<file path="src/hw/rtl/rar_pkg.sv">
`default_nettype none

package rar_pkg;

	// Operand and result field widths.
	localparam int OPERAND_W = 8;
	localparam int RES_NUM_W = 16;
	localparam int RES_DEN_W = 15;

	// Raw cross-products: the numerator can reach a magnitude of 2^15 from
	// either side, so it needs one bit more than a single product.
	localparam int RAW_DEN_W = 2 * OPERAND_W;
	localparam int RAW_NUM_W = RAW_DEN_W + 1;

	// Unsigned magnitudes handled by the gcd and divide datapath.
	localparam int MAG_W   = 16;
	localparam int SHIFT_W = $clog2(MAG_W);

	// Queue between the front and the back.
	localparam int QUEUE_DEPTH = 2;
	localparam int QPTR_W      = $clog2(QUEUE_DEPTH);
	localparam int QCNT_W      = $clog2(QUEUE_DEPTH + 1);

	typedef enum logic [1:0] {
		FUNC_ADD = 2'd0,
		FUNC_SUB = 2'd1,
		FUNC_MUL = 2'd2,
		FUNC_DIV = 2'd3
	} func_t;

	typedef struct packed {
		logic signed [RAW_NUM_W-1:0] num;
		logic signed [RAW_DEN_W-1:0] den;
		logic                        num_zero;
		logic                        den_zero;
	} raw_item_t;

	typedef enum logic [1:0] {
		BK_IDLE,
		BK_GCD,
		BK_DIV,
		BK_HOLD
	} back_state_t;

endpackage

`default_nettype wire

</file>
<file path="src/hw/rtl/rar_front.sv">
`default_nettype none

module rar_front (
	input  logic                                  clk,
	input  logic                                  arst_n,
	input  logic                                  in_valid,
	output logic                                  in_stall,
	input  logic [1:0]                            func,
	input  logic signed [rar_pkg::OPERAND_W-1:0]  a_num,
	input  logic signed [rar_pkg::OPERAND_W-1:0]  a_den,
	input  logic signed [rar_pkg::OPERAND_W-1:0]  b_num,
	input  logic signed [rar_pkg::OPERAND_W-1:0]  b_den,
	output logic                                  push,
	output rar_pkg::raw_item_t                    push_item,
	input  logic                                  full
);
	import rar_pkg::*;

	logic                          valid_s1;
	logic [1:0]                    func_s1;
	logic signed [RAW_DEN_W-1:0]   prod_x_s1;
	logic signed [RAW_DEN_W-1:0]   prod_y_s1;
	logic signed [RAW_DEN_W-1:0]   prod_d_s1;
	logic signed [OPERAND_W-1:0]   x_sel;
	logic signed [OPERAND_W-1:0]   d_sel;
	logic                          accept;
	logic signed [RAW_NUM_W-1:0]   ext_x;
	logic signed [RAW_NUM_W-1:0]   ext_y;
	logic signed [RAW_NUM_W-1:0]   raw_num;

	// Multiply takes the numerator product, divide swaps the second operand.
	assign x_sel = (func == FUNC_MUL) ? b_num : b_den;
	assign d_sel = (func == FUNC_DIV) ? b_num : b_den;

	assign in_stall = valid_s1 && full;
	assign accept   = in_valid && !in_stall;
	assign push     = valid_s1 && !full;

	always_ff @(posedge clk or negedge arst_n) begin
		if (!arst_n) begin
			valid_s1 <= 1'b0;
		end else if (accept) begin
			valid_s1 <= 1'b1;
		end else if (push) begin
			valid_s1 <= 1'b0;
		end
	end

	always_ff @(posedge clk) begin
		if (accept) begin
			func_s1   <= func;
			prod_x_s1 <= RAW_DEN_W'(a_num) * RAW_DEN_W'(x_sel);
			prod_y_s1 <= RAW_DEN_W'(b_num) * RAW_DEN_W'(a_den);
			prod_d_s1 <= RAW_DEN_W'(a_den) * RAW_DEN_W'(d_sel);
		end
	end

	assign ext_x = RAW_NUM_W'(prod_x_s1);
	assign ext_y = RAW_NUM_W'(prod_y_s1);

	always_comb begin
		case (func_s1)
			FUNC_ADD: begin
				raw_num = ext_x + ext_y;
			end
			FUNC_SUB: begin
				raw_num = ext_x - ext_y;
			end
			default: begin
				raw_num = ext_x;
			end
		endcase
	end

	assign push_item.num      = raw_num;
	assign push_item.den      = prod_d_s1;
	assign push_item.num_zero = (raw_num == '0);
	assign push_item.den_zero = (prod_d_s1 == '0);

endmodule

`default_nettype wire

</file>
<file path="src/hw/rtl/rar_queue.sv">
`default_nettype none

module rar_queue (
	input  logic               clk,
	input  logic               arst_n,
	input  logic               push,
	input  rar_pkg::raw_item_t push_item,
	output logic               full,
	input  logic               pop,
	output rar_pkg::raw_item_t pop_item,
	output logic               empty
);
	import rar_pkg::*;

	raw_item_t         entries_q [QUEUE_DEPTH];
	logic [QPTR_W-1:0] wr_ptr_q;
	logic [QPTR_W-1:0] rd_ptr_q;
	logic [QCNT_W-1:0] count_q;

	function automatic logic [QPTR_W-1:0] next_ptr(input logic [QPTR_W-1:0] ptr);
		logic [QPTR_W-1:0] nxt;
		if (ptr == QPTR_W'(QUEUE_DEPTH - 1)) begin
			nxt = '0;
		end else begin
			nxt = ptr + 1'b1;
		end
		return nxt;
	endfunction

	assign full     = (count_q == QCNT_W'(QUEUE_DEPTH));
	assign empty    = (count_q == '0);
	assign pop_item = entries_q[rd_ptr_q];

	always_ff @(posedge clk) begin
		if (push) begin
			entries_q[wr_ptr_q] <= push_item;
		end
	end

	always_ff @(posedge clk or negedge arst_n) begin
		if (!arst_n) begin
			wr_ptr_q <= '0;
			rd_ptr_q <= '0;
			count_q  <= '0;
		end else begin
			if (push) begin
				wr_ptr_q <= next_ptr(wr_ptr_q);
			end
			if (pop) begin
				rd_ptr_q <= next_ptr(rd_ptr_q);
			end
			case ({push, pop})
				2'b10: begin
					count_q <= count_q + 1'b1;
				end
				2'b01: begin
					count_q <= count_q - 1'b1;
				end
				default: begin
					count_q <= count_q;
				end
			endcase
		end
	end

endmodule

`default_nettype wire

</file>
<file path="src/hw/rtl/rar_back.sv">
`default_nettype none

module rar_back (
	input  logic                                 clk,
	input  logic                                 arst_n,
	input  logic                                 empty,
	output logic                                 pop,
	input  rar_pkg::raw_item_t                   pop_item,
	output logic                                 out_valid,
	input  logic                                 out_stall,
	output logic signed [rar_pkg::RES_NUM_W-1:0] res_num,
	output logic signed [rar_pkg::RES_DEN_W-1:0] res_den,
	output logic                                 zero_den_error
);
	import rar_pkg::*;

	back_state_t          state_q;
	back_state_t          state_d;
	logic [MAG_W-1:0]     x_q;
	logic [MAG_W-1:0]     y_q;
	logic [MAG_W-1:0]     g_q;
	logic [MAG_W-1:0]     dvd_n_q;
	logic [MAG_W-1:0]     dvd_d_q;
	logic [MAG_W-1:0]     rem_n_q;
	logic [MAG_W-1:0]     rem_d_q;
	logic [SHIFT_W-1:0]   k_q;
	logic [SHIFT_W-1:0]   cnt_q;
	logic                 neg_q;
	logic [RES_NUM_W-1:0] pend_num_q;
	logic [RES_DEN_W-1:0] pend_den_q;
	logic                 pend_err_q;
	logic                 out_valid_q;
	logic [RES_NUM_W-1:0] res_num_q;
	logic [RES_DEN_W-1:0] res_den_q;
	logic                 res_err_q;

	logic                 special;
	logic                 gcd_done;
	logic                 both_even;
	logic                 div_last;
	logic                 out_load;
	logic [RAW_NUM_W-1:0] neg_num;
	logic [RAW_DEN_W-1:0] neg_den;
	logic [MAG_W-1:0]     mag_num;
	logic [MAG_W-1:0]     mag_den;
	logic [MAG_W-1:0]     x_d;
	logic [MAG_W-1:0]     y_d;
	logic [MAG_W:0]       step_n;
	logic [MAG_W:0]       step_d;
	logic [MAG_W-1:0]     quo_n_d;
	logic [MAG_W-1:0]     quo_d_d;
	logic [MAG_W-1:0]     signed_quo;

	// One restoring divide step: returns the new remainder and the quotient bit.
	function automatic logic [MAG_W:0] div_step(
		input logic [MAG_W-1:0] rem,
		input logic             bit_in,
		input logic [MAG_W-1:0] dvsr
	);
		logic [MAG_W:0] trial;
		logic [MAG_W:0] result;
		trial = {rem, bit_in};
		if (trial >= {1'b0, dvsr}) begin
			trial  = trial - {1'b0, dvsr};
			result = {trial[MAG_W-1:0], 1'b1};
		end else begin
			result = {trial[MAG_W-1:0], 1'b0};
		end
		return result;
	endfunction

	// Magnitudes of the raw values taken from the queue head.
	assign neg_num = -pop_item.num;
	assign neg_den = -pop_item.den;
	assign mag_num = pop_item.num[RAW_NUM_W-1] ? neg_num[MAG_W-1:0] : pop_item.num[MAG_W-1:0];
	assign mag_den = pop_item.den[RAW_DEN_W-1] ? neg_den[MAG_W-1:0] : pop_item.den[MAG_W-1:0];
	assign special = pop_item.num_zero || pop_item.den_zero;

	assign gcd_done  = (x_q == y_q);
	assign both_even = !x_q[0] && !y_q[0];
	assign div_last  = (cnt_q == SHIFT_W'(MAG_W - 1));

	// Binary gcd step; the even difference of two odd values is halved in the same cycle.
	always_comb begin
		x_d = x_q;
		y_d = y_q;
		if (both_even) begin
			x_d = x_q >> 1;
			y_d = y_q >> 1;
		end else if (!x_q[0]) begin
			x_d = x_q >> 1;
		end else if (!y_q[0]) begin
			y_d = y_q >> 1;
		end else if (x_q > y_q) begin
			x_d = (x_q - y_q) >> 1;
		end else begin
			y_d = (y_q - x_q) >> 1;
		end
	end

	assign step_n     = div_step(rem_n_q, dvd_n_q[MAG_W-1], g_q);
	assign step_d     = div_step(rem_d_q, dvd_d_q[MAG_W-1], g_q);
	assign quo_n_d    = {dvd_n_q[MAG_W-2:0], step_n[0]};
	assign quo_d_d    = {dvd_d_q[MAG_W-2:0], step_d[0]};
	assign signed_quo = neg_q ? (~quo_n_d + 1'b1) : quo_n_d;

	always_comb begin
		state_d  = state_q;
		pop      = 1'b0;
		out_load = 1'b0;
		case (state_q)
			BK_IDLE: begin
				if (!empty) begin
					pop     = 1'b1;
					state_d = special ? BK_HOLD : BK_GCD;
				end
			end
			BK_GCD: begin
				if (gcd_done) begin
					state_d = BK_DIV;
				end
			end
			BK_DIV: begin
				if (div_last) begin
					state_d = BK_HOLD;
				end
			end
			BK_HOLD: begin
				if (!out_valid_q || !out_stall) begin
					out_load = 1'b1;
					state_d  = BK_IDLE;
				end
			end
			default: begin
				state_d = BK_IDLE;
			end
		endcase
	end

	always_ff @(posedge clk or negedge arst_n) begin
		if (!arst_n) begin
			state_q <= BK_IDLE;
		end else begin
			state_q <= state_d;
		end
	end

	always_ff @(posedge clk) begin
		if (pop) begin
			x_q        <= mag_num;
			y_q        <= mag_den;
			dvd_n_q    <= mag_num;
			dvd_d_q    <= mag_den;
			k_q        <= '0;
			neg_q      <= pop_item.num[RAW_NUM_W-1] ^ pop_item.den[RAW_DEN_W-1];
			pend_num_q <= pop_item.num[RES_NUM_W-1:0];
			pend_den_q <= pop_item.den[RES_DEN_W-1:0];
			pend_err_q <= pop_item.den_zero;
		end else if (state_q == BK_GCD) begin
			if (gcd_done) begin
				g_q     <= x_q << k_q;
				rem_n_q <= '0;
				rem_d_q <= '0;
				cnt_q   <= '0;
			end else begin
				x_q <= x_d;
				y_q <= y_d;
				if (both_even) begin
					k_q <= k_q + 1'b1;
				end
			end
		end else if (state_q == BK_DIV) begin
			rem_n_q <= step_n[MAG_W:1];
			rem_d_q <= step_d[MAG_W:1];
			dvd_n_q <= quo_n_d;
			dvd_d_q <= quo_d_d;
			cnt_q   <= cnt_q + 1'b1;
			if (div_last) begin
				pend_num_q <= signed_quo[RES_NUM_W-1:0];
				pend_den_q <= quo_d_d[RES_DEN_W-1:0];
				pend_err_q <= 1'b0;
			end
		end
	end

	always_ff @(posedge clk or negedge arst_n) begin
		if (!arst_n) begin
			out_valid_q <= 1'b0;
		end else if (out_load) begin
			out_valid_q <= 1'b1;
		end else if (!out_stall) begin
			out_valid_q <= 1'b0;
		end
	end

	always_ff @(posedge clk) begin
		if (out_load) begin
			res_num_q <= pend_num_q;
			res_den_q <= pend_den_q;
			res_err_q <= pend_err_q;
		end
	end

	assign out_valid      = out_valid_q;
	assign res_num        = res_num_q;
	assign res_den        = res_den_q;
	assign zero_den_error = res_err_q;

endmodule

`default_nettype wire

</file>
<file path="src/hw/rtl/rational_arith_reduce.sv">
`default_nettype none

// Rational arithmetic unit with gcd reduction. Each input beat carries two
// signed 8-bit fractions a_num/a_den and b_num/b_den and an operation code
// (add, subtract, multiply, divide); each beat yields exactly one output beat
// holding the reduced fraction, with any negative sign moved onto res_num.
// A zero raw numerator is passed through as 0 over the raw, unreduced
// denominator; a zero raw denominator raises zero_den_error and leaves the
// raw numerator unreduced over a zero denominator. Results wrap to the field
// widths in two's complement. The front end registers the cross-products
// when a beat is taken, forms the raw fraction from those registers and
// writes it into a two-entry queue once the queue has room. The back end
// takes one item at a time: a binary gcd loop on the 16-bit magnitudes,
// one step per cycle, followed by a restoring division that divides
// numerator and denominator by the gcd side by side, and a hold state that
// hands the result to the output register. Items with a zero numerator or
// denominator skip the gcd loop and the division. The gcd loop and the
// divide steps set the sustained rate. Thanks to the queue and the output
// register, input beats keep being taken while a result waits to be
// collected, until the queue fills.
module rational_arith_reduce (
	input  logic                                 clk,
	input  logic                                 arst_n,
	input  logic                                 in_valid,
	output logic                                 in_stall,
	input  logic [1:0]                           func,
	input  logic signed [rar_pkg::OPERAND_W-1:0] a_num,
	input  logic signed [rar_pkg::OPERAND_W-1:0] a_den,
	input  logic signed [rar_pkg::OPERAND_W-1:0] b_num,
	input  logic signed [rar_pkg::OPERAND_W-1:0] b_den,
	output logic                                 out_valid,
	input  logic                                 out_stall,
	output logic signed [rar_pkg::RES_NUM_W-1:0] res_num,
	output logic signed [rar_pkg::RES_DEN_W-1:0] res_den,
	output logic                                 zero_den_error
);
	import rar_pkg::*;

	logic      q_push;
	logic      q_full;
	logic      q_pop;
	logic      q_empty;
	raw_item_t q_in_item;
	raw_item_t q_out_item;

	// Front end: operand selection, cross-products and raw fraction.
	rar_front u_front (
		.clk       (clk),
		.arst_n    (arst_n),
		.in_valid  (in_valid),
		.in_stall  (in_stall),
		.func      (func),
		.a_num     (a_num),
		.a_den     (a_den),
		.b_num     (b_num),
		.b_den     (b_den),
		.push      (q_push),
		.push_item (q_in_item),
		.full      (q_full)
	);

	// The queue lets the front keep taking beats while the back is busy.
	rar_queue u_queue (
		.clk       (clk),
		.arst_n    (arst_n),
		.push      (q_push),
		.push_item (q_in_item),
		.full      (q_full),
		.pop       (q_pop),
		.pop_item  (q_out_item),
		.empty     (q_empty)
	);

	// Back end: gcd, exact division, sign fix-up and the output register.
	rar_back u_back (
		.clk            (clk),
		.arst_n         (arst_n),
		.empty          (q_empty),
		.pop            (q_pop),
		.pop_item       (q_out_item),
		.out_valid      (out_valid),
		.out_stall      (out_stall),
		.res_num        (res_num),
		.res_den        (res_den),
		.zero_den_error (zero_den_error)
	);

`ifndef NO_ASSERTIONS
	// An error result always carries a zero denominator.
	assert property (@(posedge clk) disable iff (!arst_n)
		out_valid && zero_den_error |-> res_den == '0)
		else $error("zero_den_error without a zero res_den");

	// Without an error the denominator field is never zero.
	assert property (@(posedge clk) disable iff (!arst_n)
		out_valid && !zero_den_error |-> res_den != '0)
		else $error("res_den is zero on a result without error");

	// The back end only takes from a queue that holds something.
	assert property (@(posedge clk) disable iff (!arst_n)
		q_pop |-> !q_empty)
		else $error("queue read while empty");

	// The front end only writes when the queue has room.
	assert property (@(posedge clk) disable iff (!arst_n)
		q_push |-> !q_full)
		else $error("queue written while full");
`endif

endmodule

`default_nettype wire
</file>
<file path="config.mk">
export PLATFORM = sky130hd
export DESIGN_NAME = rational_arith_reduce
export DESIGN_NICKNAME = d
export VERILOG_FILES = /design/src/hw/rtl/rar_pkg.sv /design/src/hw/rtl/rar_front.sv /design/src/hw/rtl/rar_queue.sv /design/src/hw/rtl/rar_back.sv /design/src/hw/rtl/rational_arith_reduce.sv
export SDC_FILE = /design/constraint.sdc
export NUM_CORES = 1
export LEC_CHECK = 0
export BUFFER_PORTS_ARGS = -buffer_cell sky130_fd_sc_hd__buf_2
export CAP_MARGIN = 20
export CORE_MARGIN = 4
export CORE_UTILIZATION = 40
export DETAILED_ROUTE_END_ITERATION = 6
export GPL_TIMING_DRIVEN = 0
export PLACE_DENSITY = 0.52
export SYNTH_ARGS = -nofsm -noshare
export SYNTH_HDL_FRONTEND = slang
export SYNTH_SLANG_ARGS = --single-unit
</file>
<file path="constraint.sdc">
create_clock -name clk -period 6 [get_ports clk]
set_clock_uncertainty 0.15 [all_clocks]
set_input_delay 1.8 -clock clk [delete_from_list [all_inputs] [get_ports clk]]
set_output_delay 1.8 -clock clk [all_outputs]
set_load 0.005 [all_outputs]
</file>
After elaboration in Yosys (flattened, before gate mapping)
Memories as Yosys holds them, arrays and structs flattened.
Index checks and enable logic that the tools add are counted.
Word-level totals
  register bits: 243
  RAM bits: 70
  input bits: 38
  output and inout port bits: 34
  word-level logic and storage cells: 177
  memories kept: 1
Operators by class
  $add $sub $neg: 15
  multipliers: 3
  $lt $le $gt $ge: 3
  eq/ne operators: 21
  shift operators: 1
  mux-type cells: 67
  bitwise gates (word level): 4
  reductions and logical operators: 34
Memories
  u_queue.entries_q: words 2, width 35, read ports 1, clocked after Yosys merged registers in 0, wr ports 1, RTL line rar_queue.sv:15  | raw_item_t entries_q [QUEUE_DEPTH];
Operators with widths (count)
  $mux 16: 32
  $sub 16x16->16: 4
  $mux 15: 4
  $mul 8x8->16: 3
  $ge 17x16->1: 2
  $mux 17: 2
  $pmux 17 s2: 1
  $neg 16->16: 2
  $add 16x16->17: 1
  $logic_not 17->1: 1
  $sub 16x16->17: 1
  $add 16x1->16 const B: 1
  $eq 16x16->1: 1
  $gt 16x16->1: 1
  $logic_not 16->1: 1
  $mux 1: 16
  $mux 8: 2
  $not 16->16: 1
  $shl 16x4->16: 1
  $reduce_and 3->1: 5
  $eq 2x2->1 const B: 6
  $mux 4: 3
  $ne 4x4->1 const B: 3
  $reduce_and 4->1: 3
  other kinds (20): 51

Depth between registers and ports, before layout
  word-level depth: 9
  depth in mapped cells: 22

Cells and area by module
A second synthesis with hierarchy kept.
Second synthesis, totals
  cells, all modules: 2513
  area, all modules: 25758.5 um^2
By module, submodules not included
  rar_back: times used 1, cells each 1243, area each 12291.8 um^2
  rar_front: times used 1, cells each 1145, area each 10606.4 um^2
  rar_queue: times used 1, cells each 125, area each 2860.2 um^2

Worst setup path after synthesis
OpenSTA, ideal clock, no wires.
  kind: input -> register
  start point: input func[0]
  end point: register u_front.prod_x_s1[15] (data pin)
  setup time: 0.260 ns
  arrival: 6.588 ns
  slack: -0.998 ns
  cell stages on the path: 19
  path through: nand2b_1 -> clkbuf_1 -> mux2i_1 -> nand2b_1 -> fa_1 -> fa_1 -> inv_1 -> fa_1 -> inv_1 -> fa_1 -> inv_1 -> ha_1 -> nand2b_1 -> a21boi_1 -> o311a_1 -> o21a_1 -> o21a_1 -> o41a_1 -> xnor2_1
Between the ends
  word-level cells in the longest chain between the ends: 3
RTL lines
  start: declaration: RTL line rational_arith_reduce.sv:26  | input logic [1:0] func,
  $eq 2x2->1: RTL line rar_front.sv:32  | assign x_sel = (func == FUNC_MUL) ? b_num : b_den;
  $mux 8: RTL line rar_front.sv:32
  $mul 8x8->16: RTL line rar_front.sv:52  | prod_x_s1 <= RAW_DEN_W'(a_num) * RAW_DEN_W'(x_sel);
  end signal: assignment: RTL line rar_front.sv:52
  end: declaration: RTL line rar_front.sv:21  | logic signed [RAW_DEN_W-1:0] prod_x_s1;
Every way passes these cells.
A chain may end at the register's enable or synchronous reset.

Worst setup path in the final report
Ends and elaborated chain as after synthesis.

==> summary.txt <==
Min path
  • Kind of path behind the tightest hold check: flop to flop
  • Worst hold path stage count: 0

Cells and area
  • Number of fill cells in the layout: 5,892
  • Most frequent standard cell in the layout excluding fill and tap cells: sky130_fd_sc_hd__inv_1
  • Final layout net count: 2,978
  • Signed area change from the synthesized netlist to the final layout: 14.12%
  • Flip-flop count of the largest register after layout: 70
  • Commonest non-fill, non-tap cells in the layout: 302 x sky130_fd_sc_hd__inv_1, 301 x sky130_fd_sc_hd__edfxtp_1, 171 x sky130_fd_sc_hd__ha_1, 168 x sky130_fd_sc_hd__fa_1, 167 x sky130_fd_sc_hd__nor2_1
  • Cell Count, Final, Fillers Out: 3,451
  • Share of layout cells above drive strength 1: 0.1140
  • Fraction of the core area covered by cells at the end of the flow: 0.4631
  • Total inserted antenna cells: 0
  • Largest register by flop count: u_queue.entries_q

GRT
  • Most utilized layer in the global route result: met2
  • Global-route track usage on met3: 0.02322
  • Met1 usage in global routing: 0.2467
  • First-pass GRT wire length: 99.77 mm
  • Sum of overflow across all layers after global routing: 0
  • Number of global-route vias before repair: 18.35k
  • Largest net degree at the start of global routing: 42
  • Overall track demand over capacity in global routing: 0.1859
  • Antenna violations before repair: 0
  • Met2 track demand over resource: 0.3212

STA
  • Worst hold slack across all endpoints: 0.2663 ns
  • Slew HR: 0.3509
  • Summed negative setup slack over all endpoints: -0.7078 ns
  • Final worst path period share: 1.045
  • Final setup violation count: 5
  • RSZ-0062 raised after global routing: true
  • Highest attainable clock frequency: 159.5 MHz
  • Final Slew Violations: 0
  • Slew at the pin with the worst max-slew slack: 0.9737 ns
  • Slack of the critical path: -0.2709 ns
  • Endpoints failing hold: 0
  • Final worst path period need: 6.271 ns

Clock network
  • Sinks on the clock net: 313
  • Latest clock arrival within the worst-skew pair: 0.56 ns
  • Library cell used as clock root buffer: sky130_fd_sc_hd__clkbuf_16
  • TritonCTS clock tree: built
  • Number of clock buffers inserted by TritonCTS: 36
  • Number of buffers between clock root and the deepest sink: 3
  • Clock slew seen by the registers of the worst setup and hold paths: 0.06 ns
  • Number of levels the H-tree was split into: 2

Synthesis
  • Number of distinct standard cells referenced by the synthesized netlist: 75
  • Post-synthesis cell area: 0.02518 sq mm
  • Number of enable-type register cells in the synthesized netlist: 301
  • Primary flip-flop cell chosen by synthesis mapping: sky130_fd_sc_hd__edfxtp_1
  • Syn. warnings: 0
  • Syn nets: 2,824
  • Post-synthesis sequential area ratio: 0.3701
  • Number of instances in the synthesized netlist: 2,436
  • Yosys reg bits: 313
  • Cells taking the most area after synthesis: sky130_fd_sc_hd__edfxtp_1 36%, sky130_fd_sc_hd__fa_1 14%, sky130_fd_sc_hd__ha_1 8.9%
  • Mean instance size in the synthesized netlist: 10.34 sq um
  • Largest area contributor in the netlist: sky130_fd_sc_hd__edfxtp_1
  • Fraction of registers with async set/reset: 0.02556
  • Share of Yosys cell area claimed by the top area cell type: 0.3590

Outcome
  • Outcome: complete, but fails checks
  • Violations in the final reports: negative setup slack

Placed design
  • Placer's final routability congestion estimate: 0.8793
  • Inst Count DP: 3,344
  • Count of buffers from port buffering: 64
  • Placed wire-length estimate after detailed placement: 49.51 mm

Pwr
  • Power Total: 18.04 mW
  • Total power divided by cell area: 627.7 mW/mm^2
  • Leakage power: 12.24 nW
  • Worst VDD drop: 0.0003183 V

Die
  • Floorplan row count: 91
  • Die area: 0.06703 sq mm
  • Die X: 258.9 um
  • Core region area: 0.06205 sq mm
  • Effective utilization at floorplan: 0.4058
  • Top-level I/O count: 72
  • Height of the die: 258.9 um

Route
  • Vias: 17.79k
  • Detailed-route DRC error count: 0
  • Via density per instance: 5.155
  • Violation count after the first detailed-routing iteration: 932
  • Drt pass-1 iters: 5
  • Wire length after detailed routing: 62.38 mm
  • DRT antenna net count: 0
  • Average routed wire per standard cell: 18.08 um

Setup path
  • CP endpoint kind: flop
  • Endpoint arrival time on the critical path: 6.42 ns
  • Critical path startpoint category: primary input
  • Cell count of the worst reg-to-reg path: 16
  • Crit Path Max Fanout: 8
  • Data required, critical path: 6.15 ns
  • Kind of critical path: primary input to flop

Run
  • Total of max-cap violations: 0
[metal layers]
metal,vias up,wire length (um),share of wire
met5,-,0,0
met1,8698,27750,0.44
li1,8650,-,-
met2,360,30650,0.49
met4,0,1681,0.027
met3,81,2300,0.037
[final cells by class]
type	count	area, sq um	share of cell area
plain buffers	82	362.8	0.01263
clock buffers	46	958.4	0.03335
clock inverters	16	176.4	0.006139
inverters	319	1201	0.04180
multi-input cells	1721	14820	0.5158
flip-flops and latches	313	9319	0.3243
well taps	837	1047	0.03644
repair buffers	117	848.3	0.02952
[critical path, stage by stage]
cell and delay (ns):
sky130_fd_sc_hd__buf_12 0.11, sky130_fd_sc_hd__nand2b_4 0.25, sky130_fd_sc_hd__mux2_4 0.40, sky130_fd_sc_hd__and2_4 0.16, sky130_fd_sc_hd__fa_1 0.55, sky130_fd_sc_hd__inv_2 0.04
sky130_fd_sc_hd__fa_1 0.52, sky130_fd_sc_hd__inv_1 0.05, sky130_fd_sc_hd__fa_1 0.47, sky130_fd_sc_hd__inv_1 0.05, sky130_fd_sc_hd__fa_1 0.49, sky130_fd_sc_hd__inv_2 0.04
sky130_fd_sc_hd__ha_4 0.22, sky130_fd_sc_hd__nand2b_4 0.06, sky130_fd_sc_hd__a21boi_2 0.05, sky130_fd_sc_hd__o311a_1 0.30, sky130_fd_sc_hd__o21a_1 0.19, sky130_fd_sc_hd__o21a_1 0.19
sky130_fd_sc_hd__o41a_1 0.32, sky130_fd_sc_hd__xnor2_1 0.14
[metrics by stage]
step	cell area [sq um]	setup slack [ns]
3_3_place_gp	26780	-1.203
5_1_grt	28740	-0.4034
4_1_cts	28620	-0.2504
6_report	28740	-0.2709
3_5_place_dp	26940	-1.244
2_1_floorplan	25410	-0.6351
[Yosys cell counts (all sizes together), types with 6 or more instances]
library cell,count
o21bai,6
mux2i,90
nor3,35
nor4,11
o21ai,129
nor2,170
nand3,15
ha,180
xnor2,107
a221oi,8
edfxtp,301
nand2b,38
nor2b,88
mux2,14
inv,318
o31ai,12
nand4,14
or3,14
and2,72
a21boi,12
a221o,16
a211oi,21
dfrtp,8
a21o,46
or4,7
xor2,61
and3,20
fa,170
clkbuf,72
nand2,165
a21oi,88
a31oi,17
o21a,19
or2,13
buf,11
o41ai,8
[repair_timing]
| action | 4_1_cts | 5_1_grt |
|---|---|---|
| pin swaps | 33 | 14 |
| hold buffers | 0 | 0 |
| setup endpoints to repair | 12 | 12 |
| buffers inserted | 41 | 6 |
| gates resized for setup | 63 | 36 |
[power breakdown]
part / switching (mW) / internal, mW / leakage (nW)
clock network: 0.919 / 1.23 / 0.546
logic: 6.50 / 4.57 / 8.72
registers: 0.623 / 4.19 / 2.97
total: 8.04 / 9.99 / 12.2
[final timing paths]
path	start	endpoint	slack, ns
max in group asynchronous	arst_n	u_back.out_valid$_DFFE_PN0P_	4.60
max reg2reg	u_front.func_s1[1]$_DFFE_PP_	u_queue.entries_q[0][1]$_DFFE_PP_	0.40
min reg2reg	u_back.pend_err_q$_SDFFCE_PN0P_	u_back.zero_den_error$_DFFE_PP_	0.27
max	func[0]	u_front.prod_x_s1[15]$_DFFE_PP_	-0.27
min in group asynchronous	arst_n	u_queue.count_q[0]$_DFFE_PN0P_	0.92
min	u_back.pend_err_q$_SDFFCE_PN0P_	u_back.zero_den_error$_DFFE_PP_	0.27
[kinds of logic (layout without fill, tap and decap cells)]
group / count (synthesis) / after routing / synth area share
AND/OR/NAND/NOR: 676 / 676 / 0.1341
AO/OA/AOI/OAI: 420 / 420 / 0.1081
buffers and inverters: 402 / 580 / 0.05997
adder cells (fa/ha/maj): 350 / 350 / 0.2246
flip-flops: 313 / 313 / 0.3701
XOR/XNOR: 168 / 168 / 0.05843
multiplexers: 107 / 107 / 0.04472
Power figures use the tool's default switching activity.
